===== config.mk =====
export PLATFORM = sky130hd
export DESIGN_NAME = url_path_percent_decoder
export DESIGN_NICKNAME = d
export VERILOG_FILES = /design/src/rtl/core/upd_pkg.sv /design/src/rtl/core/upd_step.sv /design/src/rtl/core/url_path_percent_decoder.sv
export SDC_FILE = /design/constraint.sdc
export NUM_CORES = 1
export LEC_CHECK = 0
export ABC_AREA = 1
export BUFFER_PORTS_ARGS = -buffer_cell sky130_fd_sc_hd__buf_2
export CAP_MARGIN = 20
export CORE_AREA = 5 5 61 63
export CTS_CLUSTER_SIZE = 12
export DETAILED_ROUTE_END_ITERATION = 7
export DIE_AREA = 0 0 66 68
export PLACE_DENSITY = 0.76
export SLEW_MARGIN = 20
export SYNTH_ARGS = -nofsm -noshare
export SYNTH_HDL_FRONTEND = slang
export SYNTH_SLANG_ARGS = --single-unit

===== constraint.sdc =====
create_clock -name clock -period 2.2 [get_ports clock]
set_clock_uncertainty 0.15 [all_clocks]
set_input_delay 0 -clock clock [delete_from_list [all_inputs] [get_ports clock]]
set_output_delay 0 -clock clock [all_outputs]
set_load 0.01 [all_outputs]

===== src/rtl/core/upd_pkg.sv =====
package upd_pkg;

   typedef struct packed {
      logic [7:0] in_byte;
      logic       in_last;
   } req_type;

   typedef struct packed {
      logic [7:0] out_byte;
      logic       out_valid;
      logic       out_done;
      logic [1:0] out_status;
   } rsp_type;

   typedef enum logic [2:0] {
      MODE_SLASH,
      MODE_PATH,
      MODE_HEX_HI,
      MODE_HEX_LO,
      MODE_REST
   } mode_type;

   typedef struct packed {
      mode_type   mode;
      logic [3:0] high_nibble;
      logic       rejected;
   } state_type;

   localparam state_type STATE_RESET = '{mode: MODE_SLASH, high_nibble: 4'd0, rejected: 1'b0};

   localparam logic [1:0] STATUS_BUSY   = 2'd0;
   localparam logic [1:0] STATUS_ACCEPT = 2'd1;
   localparam logic [1:0] STATUS_REJECT = 2'd2;

   localparam logic [7:0] CHAR_SLASH     = 8'h2f;
   localparam logic [7:0] CHAR_PERCENT   = 8'h25;
   localparam logic [7:0] CHAR_QUESTION  = 8'h3f;
   localparam logic [7:0] CHAR_HASH      = 8'h23;
   localparam logic [7:0] CHAR_BACKSLASH = 8'h5c;
   localparam logic [7:0] CHAR_NUL       = 8'h00;

   // Bit 4 set means the byte is not a hex digit.
   function automatic logic [4:0] hex_digit(input logic [7:0] c);
      logic [4:0] d;
      if (c >= 8'h30 && c <= 8'h39) begin
         d = 5'(c - 8'h30);
      end else if (c >= 8'h61 && c <= 8'h66) begin
         d = 5'(c - 8'h57);
      end else if (c >= 8'h41 && c <= 8'h46) begin
         d = 5'(c - 8'h37);
      end else begin
         d = 5'h10;
      end
      return d;
   endfunction

endpackage


===== src/rtl/core/upd_step.sv =====
module upd_step
   import upd_pkg::*;
(
   input  state_type state,
   input  req_type   req,
   output state_type state_next,
   output rsp_type   rsp
);

   logic [7:0] c;
   logic [4:0] digit;
   logic       ends_path;
   logic       cand_have;
   logic [7:0] cand_byte;
   logic       bad;
   logic       forbidden;
   logic       fail;
   mode_type   mode_adv;
   logic [3:0] nibble_adv;
   logic       rej_adv;
   logic       rej_final;

   assign c         = req.in_byte;
   assign digit     = hex_digit(c);
   assign ends_path = (c == CHAR_QUESTION) || (c == CHAR_HASH);

   // Candidate byte and escape errors for the current mode.
   always_comb begin
      cand_have = 1'b0;
      cand_byte = CHAR_NUL;
      bad       = 1'b0;
      unique case (state.mode)
         MODE_SLASH: begin
            if (c == CHAR_SLASH) begin
               cand_have = 1'b1;
               cand_byte = c;
            end else begin
               bad = 1'b1;
            end
         end
         MODE_PATH: begin
            if (!ends_path && c != CHAR_PERCENT) begin
               cand_have = 1'b1;
               cand_byte = c;
            end
         end
         MODE_HEX_HI: begin
            bad = ends_path || digit[4];
         end
         MODE_HEX_LO: begin
            if (ends_path || digit[4]) begin
               bad = 1'b1;
            end else begin
               cand_have = 1'b1;
               cand_byte = {state.high_nibble, digit[3:0]};
            end
         end
         default: begin
         end
      endcase
   end

   assign forbidden = cand_have && (cand_byte == CHAR_NUL || cand_byte == CHAR_BACKSLASH);
   assign fail      = bad || forbidden;

   // Next state.
   always_comb begin
      mode_adv   = state.mode;
      nibble_adv = state.high_nibble;
      rej_adv    = state.rejected;
      if (fail) begin
         mode_adv = MODE_REST;
         rej_adv  = 1'b1;
      end else begin
         unique case (state.mode)
            MODE_SLASH:  mode_adv = MODE_PATH;
            MODE_PATH: begin
               if (ends_path) begin
                  mode_adv = MODE_REST;
               end else if (c == CHAR_PERCENT) begin
                  mode_adv = MODE_HEX_HI;
               end
            end
            MODE_HEX_HI: begin
               mode_adv   = MODE_HEX_LO;
               nibble_adv = digit[3:0];
            end
            MODE_HEX_LO: mode_adv = MODE_PATH;
            default:     mode_adv = MODE_REST;
         endcase
      end
      if (req.in_last) begin
         state_next = STATE_RESET;
      end else begin
         state_next = '{mode: mode_adv, high_nibble: nibble_adv, rejected: rej_adv};
      end
   end

   // Result item.
   always_comb begin
      rej_final = rej_adv || mode_adv == MODE_HEX_HI || mode_adv == MODE_HEX_LO
                  || mode_adv == MODE_SLASH;
      rsp.out_valid = cand_have && !forbidden && !state.rejected;
      rsp.out_byte  = rsp.out_valid ? cand_byte : CHAR_NUL;
      rsp.out_done  = req.in_last;
      if (!req.in_last) begin
         rsp.out_status = STATUS_BUSY;
      end else if (rej_final) begin
         rsp.out_status = STATUS_REJECT;
      end else begin
         rsp.out_status = STATUS_ACCEPT;
      end
   end

endmodule


===== src/rtl/core/url_path_percent_decoder.sv =====
// A result is valid in the cycle after its byte is transferred in.
// One byte per cycle unless results stall; mode update and decode fit between
// the state registers and the result register, which carry the next byte on.
// Reset (synchronous, active high): mode returns to expecting the leading
// slash, pending nibble and reject flag clear, and the result register empties.
module url_path_percent_decoder
   import upd_pkg::*;
(
   input  logic    clock,
   input  logic    reset,
   input  logic    req_valid,
   output logic    req_ready,
   input  req_type req_data,
   output logic    rsp_valid,
   input  logic    rsp_ready,
   output rsp_type rsp_data
);

   state_type state_ff;
   state_type state_in;
   rsp_type   rsp_ff;
   rsp_type   rsp_in;
   logic      rsp_valid_ff;
   logic      req_fire;

   upd_step u_step (
      .state      (state_ff),
      .req        (req_data),
      .state_next (state_in),
      .rsp        (rsp_in)
   );

   // Take a new byte whenever the result register is empty or being drained.
   assign req_ready = !rsp_valid_ff || rsp_ready;
   assign req_fire  = req_valid && req_ready;

   always_ff @(posedge clock) begin
      if (reset) begin
         state_ff     <= STATE_RESET;
         rsp_valid_ff <= 1'b0;
      end else begin
         if (req_fire) begin
            state_ff <= state_in;
         end
         if (req_fire) begin
            rsp_valid_ff <= 1'b1;
         end else if (rsp_ready) begin
            rsp_valid_ff <= 1'b0;
         end
      end
   end

   always_ff @(posedge clock) begin
      if (req_fire) begin
         rsp_ff <= rsp_in;
      end
   end

   assign rsp_valid = rsp_valid_ff;
   assign rsp_data  = rsp_ff;

endmodule


==> impl_metrics.json, run 1 <==
{
  "fmax_ghz": 0.467,
  "die-area_sq_um": 4490,
  "dp.cells": 271,
  "layout-drive-gt1-share": 0.355,
  "grt_max_degree": 17,
  "via_per_inst": 4.90,
  "grt_pass1_vias": 1238,
  "gr-total-overflow": 0,
  "p_total_uw": 780,
  "place_hpwl_mm": 2.40,
  "max_stage_delay_ns": 0.39,
  "synthArstFlopShare": 0,
  "avgRoutedWirePerCell_um": 11.6,
  "critPathSlowestCell": "dfxtp_4",
  "avgSynthCellArea_sq_um": 7.35,
  "die_w_um": 66,
  "synth.area.top_cells": "edfxtp_1, dfxtp_1, nand2_1",
  "cts_tree": "done",
  "worstPathCellList": "inv_4 -> nor3_4 -> nand4_1 -> nand2_2 -> nand2_2 -> nand2_2 -> nand3_2 -> nand2_2 -> nand4_4 -> nand2_4 -> inv_4 -> nand2_2 -> nand3_2 -> nand2_2 -> inv_2",
  "tns_ns": 0,
  "synthDistinctLibCells": 30,
  "period_needed_ns": 2.14,
  "ios": 27,
  "rrSetupSlack_ns": 0.06,
  "cpMostUsedCell": "nand2_2",
  "routabilityCongestion": 0.960,
  "hp-class": "in -> reg",
  "post_synth_inst_count": 197,
  "crit_type": "reg -> reg",
  "relSlewSlack": 0.625,
  "n_antenna_cell": 0,
  "cts.clk_slew.worst_paths_ns": 0.12,
  "hold_violations": 0,
  "syn-num-nets": 213,
  "htreeDepth": 1,
  "endpoint_kind": "register",
  "outcome": "finished clean",
  "synth_edf_count": 12,
  "cts_root_buffer": "clkbuf_4",
  "rsz0062_at_grt": "true",
  "initial_core_util": 0.455,
  "slew_violations": 0,
  "core.rowCount": 21,
  "path_max_fanout": 5,
  "yosysWarningCount": 0,
  "postRouteAntennaNets": 0,
  "yosysTopAreaCell": "edfxtp_1",
  "cp.arrival_ns": 2.09,
  "setup_viol": 0,
  "netlist.area_leader.share": 0.249,
  "nNetsFinal": 251,
  "leakagePower_uw": 0.000833,
  "synth_most_common_cell": "nand2_1",
  "worstMarginPinSlew_ns": 0.561,
  "synthFlopType": "edfxtp_1",
  "min_period_over_period": 0.974,
  "synth-seq-cells": 21,
  "cts_max_path_buffers": 2,
  "seq_area_frac_synth": 0.373,
  "fp.coreArea_sq_um": 3180,
  "synthTopCellsByCount": "nand2_1, inv_1, nand3_1, nor2_1, edfxtp_1",
  "syn_area_sq_um": 1450,
  "vdd_drop_max_mv": 0.206,
  "wirelength_mm": 3.24,
  "stdcell_count": 280,
  "critPathRequiredTime_ns": 2.15,
  "first_iter_violations": 66,
  "clk_latency_ns": 0.31,
  "track_usage": 0.145,
  "final_util": 0.564,
  "power_density_nw_per_um2": 435,
  "cts_buffers": 3,
  "port_buffers": 26,
  "vias": 1372,
  "drv_cap": 0,
  "dieHeight_um": 68,
  "syn_to_final_growth_pct": 23.9,
  "grt_pass1_wl_mm": 5.17,
  "antenna_found_initial": 0,
  "drc": 0,
  "crit_path_start_kind": "register",
  "cts_sinks": 21,
  "dr.pass1.iters": 4
}
## flip-flops by register name (all words and copies together), names as in the netlist
name,flops
rsp_data,12
rsp_valid,1
state_ff,8
## path summary, 6_finish.rpt
kind / startpoint / to / cells after the start
worst max-delay path: state_ff[5]$_SDFFE_PP0P_ / rsp_data[1]$_SDFFCE_PN0P_ / 15
worst max register to register: state_ff[5]$_SDFFE_PP0P_ / rsp_data[1]$_SDFFCE_PN0P_ / 15
worst min-delay path: req_data[2] / rsp_data[5]$_SDFFCE_PN0P_ / 5
worst min register to register: state_ff[4]$_SDFFE_PP0P_ / state_ff[4]$_SDFFE_PP0P_ / 2
## layout make-up
cell class                 instances  area, sq um
clock buffer                       3         22.5
clock inverter                     1         5.00
fill                             284         1390
inverter                          37          144
multi-input combinational        138          816
sequential                        21          549
tap                               46         57.6
timing repair buffer              34          200
## placed cells by master (no fill, tap or decap), types with 3 or more instances in the layout
cell type,n
nor2_4,3
nor2_1,19
clkbuf_4,3
ha_1,3
nand3_1,17
edfxtp_1,12
a21oi_2,4
nand2_4,4
nand2_2,14
dlygate4sd3_1,4
buf_4,4
nand3_2,5
nand2_1,41
dfxtp_1,6
nand4_1,6
buf_2,26
inv_2,6
a21oi_1,3
inv_1,29
## worst max-delay path: cells and delay by family, from the launching register on
kind	cells	cell delay (ns)
AND/OR/NAND/NOR	12	1.27
flip-flops	1	0.39
buffers and inverters	3	0.12
## repair_timing
action	in CTS	in global routing
gates resized for setup	0	22
endpoints found under the setup margin	0	15
hold endpoints to repair	12	0
hold buffers	4	0
setup buffers	0	1
## kinds of logic after synthesis
kind of cell	count (synthesis)	share of synthesized area
compound gates	17	0.0812
buf+inv	38	0.0985
simple gates	118	0.421
fa+ha+maj	3	0.0259
flops	21	0.373
## layer usage
layer  GRT usage  vias up  wire (um)
met5           0        -          0
met4      0.0558        0         73
met3      0.0131        7        104
met2       0.267       26       1670
met1       0.174      631       1390
li1            -      708          -
## per-stage QoR
step	area (sq um)	setup WS, ns	hold WS, ns
after global routing	1790	-0.0770	0.0834
after floorplan	1450	0.166	-0.0511
after global placement	1650	0.0234	0.0773
after detailed placement	1650	0.00753	0.0782
final	1790	0.0580	0.0494
after CTS	1720	0.0730	0.0456
## power by group
part	total (uW)	internal, uW	switching (uW)
Combinational	152	54.1	97.8
Sequential	436	430	5.87
Clock	192	68.1	124
Total	780	553	227
Power figures use the tool's default switching activity.
==> run 2: changes to the inputs <==
--- a/config.mk
+++ b/config.mk
@@ -6,14 +6,15 @@
 export NUM_CORES = 1
 export LEC_CHECK = 0
 export ABC_AREA = 1
-export BUFFER_PORTS_ARGS = -buffer_cell sky130_fd_sc_hd__buf_2
 export CAP_MARGIN = 20
-export CORE_AREA = 5 5 61 63
+export CORE_AREA = 2 2 55 57
 export CTS_CLUSTER_SIZE = 12
 export DETAILED_ROUTE_END_ITERATION = 7
-export DIE_AREA = 0 0 66 68
-export PLACE_DENSITY = 0.76
+export DIE_AREA = 0 0 57 59
+export DONT_BUFFER_PORTS = 1
+export PLACE_DENSITY = 0.74
 export SLEW_MARGIN = 20
 export SYNTH_ARGS = -nofsm -noshare
 export SYNTH_HDL_FRONTEND = slang
 export SYNTH_SLANG_ARGS = --single-unit
+export TNS_END_PERCENT = 30
==> run 2 against run 1 <==
- the flow now finishes with violations (hold timing, setup timing)
- sequential power up 3%
- non-clock buffer count down 14
- first-iteration DRC count shrank 17%
- worst hold slack got worse by 0.060 ns
- setup slack got worse by 0.082 ns
- register-to-register slack got worse by 0.08 ns
- highest routed layer unchanged
- die area is 25% lower
- largest power group unchanged
==> impl_metrics.json, run 2 (synthesis gave the netlist of run 1 again) <==
{
  "syn_to_final_growth_pct": 20.1,
  "nNetsFinal": 237,
  "stdcell_area_sq_um": 1740,
  "cts_buffers": 3,
  "endpoint_kind": "register",
  "critPathRequiredTime_ns": 2.13,
  "antenna_found_initial": 0,
  "min_period_over_period": 1.01,
  "drc": 0,
  "path_max_fanout": 5,
  "cts_max_path_buffers": 2,
  "hp-start": "req_data[3]",
  "critPathSlowestCell": "dfxtp_2",
  "layout-drive-gt1-share": 0.264,
  "n_antenna_cell": 0,
  "cts_root_buffer": "clkbuf_4",
  "grt_pass1_wl_mm": 5.78,
  "crit_path_start_kind": "register",
  "relSlewSlack": 0.666,
  "gr-total-overflow": 0,
  "fmax_ghz": 0.450,
  "hp-class": "in -> reg",
  "cp-startpoint": "state_ff[5]$_SDFFE_PP0P_",
  "slew_violations": 0,
  "crit_type": "reg -> reg",
  "avgRoutedWirePerCell_um": 13.7,
  "leakagePower_uw": 0.000787,
  "track_usage": 0.221,
  "die-area_sq_um": 3360,
  "routabilityCongestion": 1.01,
  "critPathTopFamily": "simple AND/OR/NAND/NOR gates",
  "drv_cap": 0,
  "setup_ws_ns": -0.0244,
  "dr.pass1.iters": 4,
  "timing.critical_path.buf_inv": 3,
  "htreeDepth": 1,
  "setup_viol": 4,
  "ios": 27,
  "via_per_inst": 5.65,
  "rsz0062_at_grt": "true",
  "cts_sinks": 21,
  "place_hpwl_mm": 2.50,
  "final_common_cell": "nand2_1",
  "outcome": "finished with violations",
  "port_buffers": 0,
  "cp.arrival_ns": 2.16,
  "max_stage_delay_ns": 0.36,
  "largest_reg_flops": 12,
  "placedInstanceArea_sq_um": 1510,
  "grt_pass1_vias": 1336,
  "core.rowCount": 19,
  "worstMarginPinSlew_ns": 0.500,
  "clk_latency_ns": 0.30,
  "worstPathCellList": "inv_1 -> nor3_2 -> nand4_1 -> nand2_2 -> nand2_1 -> nand2_2 -> nand3_1 -> nand2_2 -> nand4_4 -> nand2_4 -> inv_2 -> nand2_1 -> nand3_1 -> nand2_1 -> inv_1",
  "place_worst_setup_slack_ns": 0.115,
  "hold_violations": 1,
  "vdd_drop_max_mv": 0.440,
  "wirelength_mm": 3.44,
  "grt_max_degree": 17,
  "holdWs_ns": -0.0107,
  "final_cell_mix": "nand2_1, inv_1, nor2_1, nand3_1, dlygate4sd3_1",
  "cts.clk_slew.worst_paths_ns": 0.11,
  "power_density_nw_per_um2": 438,
  "cts_tree": "done",
  "initial_core_util": 0.534,
  "vias": 1418,
  "fp.coreArea_sq_um": 2710,
  "postRouteAntennaNets": 0,
  "dieHeight_um": 59,
  "period_needed_ns": 2.22,
  "violations": "hold timing, setup timing",
  "first_iter_violations": 55,
  "rr_startpoint": "state_ff[5]$_SDFFE_PP0P_",
  "die_w_um": 57
}
[run 2: changes by cell type in the layout (fill, tap and decap cells not counted), sizes merged]
cell,change
dlygate4sd3,+10
buf,-24
[run 2: area by class of cell]
cell class / instances / area [sq um]
Tap cell: 31 / 38.8
Timing Repair Buffer: 20 / 185
Clock inverter: 1 / 5.00
Inverter: 37 / 139
Clock buffer: 3 / 22.5
Sequential cell: 21 / 546
Fill cell: 243 / 971
Multi-Input combinational cell: 138 / 803
[run 2: routing by layer]
layer  global-route usage  wire length, um  vias up
li1                     -                -      679
met5                    0                0        -
met4               0.0797               82        0
met3               0.0568              243       15
met1                0.247             1290      656
met2                0.407             1820       68
[run 2: tightest hold or removal path: cells and delay by family]
family / cells / cell delay (ns)
buffers and inverters: 1 / 0.04
AND/OR/NAND/NOR: 3 / 0.30
[run 2: final timing paths]
check                                            endpoint  slack [ns]  cells after the start
worst min-delay path            rsp_data[6]$_SDFFCE_PN0P_       -0.01                      4
worst min register to register   state_ff[1]$_SDFFE_PP0P_        0.33                      2
worst max-delay path            rsp_data[1]$_SDFFCE_PN0P_       -0.02                     15
worst max register to register  rsp_data[1]$_SDFFCE_PN0P_       -0.02                     15
[run 2: report_power, final]
group	total, uW	internal (uW)	switching (uW)	leakage [uW]
Clock	179	67.9	111	0.0000177
Combinational	136	53.1	82.5	0.000574
Sequential	447	433	13.9	0.000195
Total	762	554	208	0.000787
[run 2: stage by stage]
stage	power [uW]	std cells	TNS, ns	hold WS [ns]	utilization
finish	762	251	-0.0471	-0.0107	0.642
floorplan	537	197	0	-0.0511	-
global placement	551	230	0	-0.0847	0.555
CTS	757	248	0	0.00553	0.617
detailed placement	556	230	0	-0.0857	0.555
global route	801	251	-0.404	-0.00353	0.642
[run 2: what timing repair did]
| item | in CTS | in global routing |
|---|---|---|
| gates resized for setup | 0 | 16 |
| hold endpoints to repair | 19 | 0 |
| setup buffers | 0 | 3 |
| hold buffers | 14 | 0 |
| endpoints found under the setup margin | 0 | 16 |
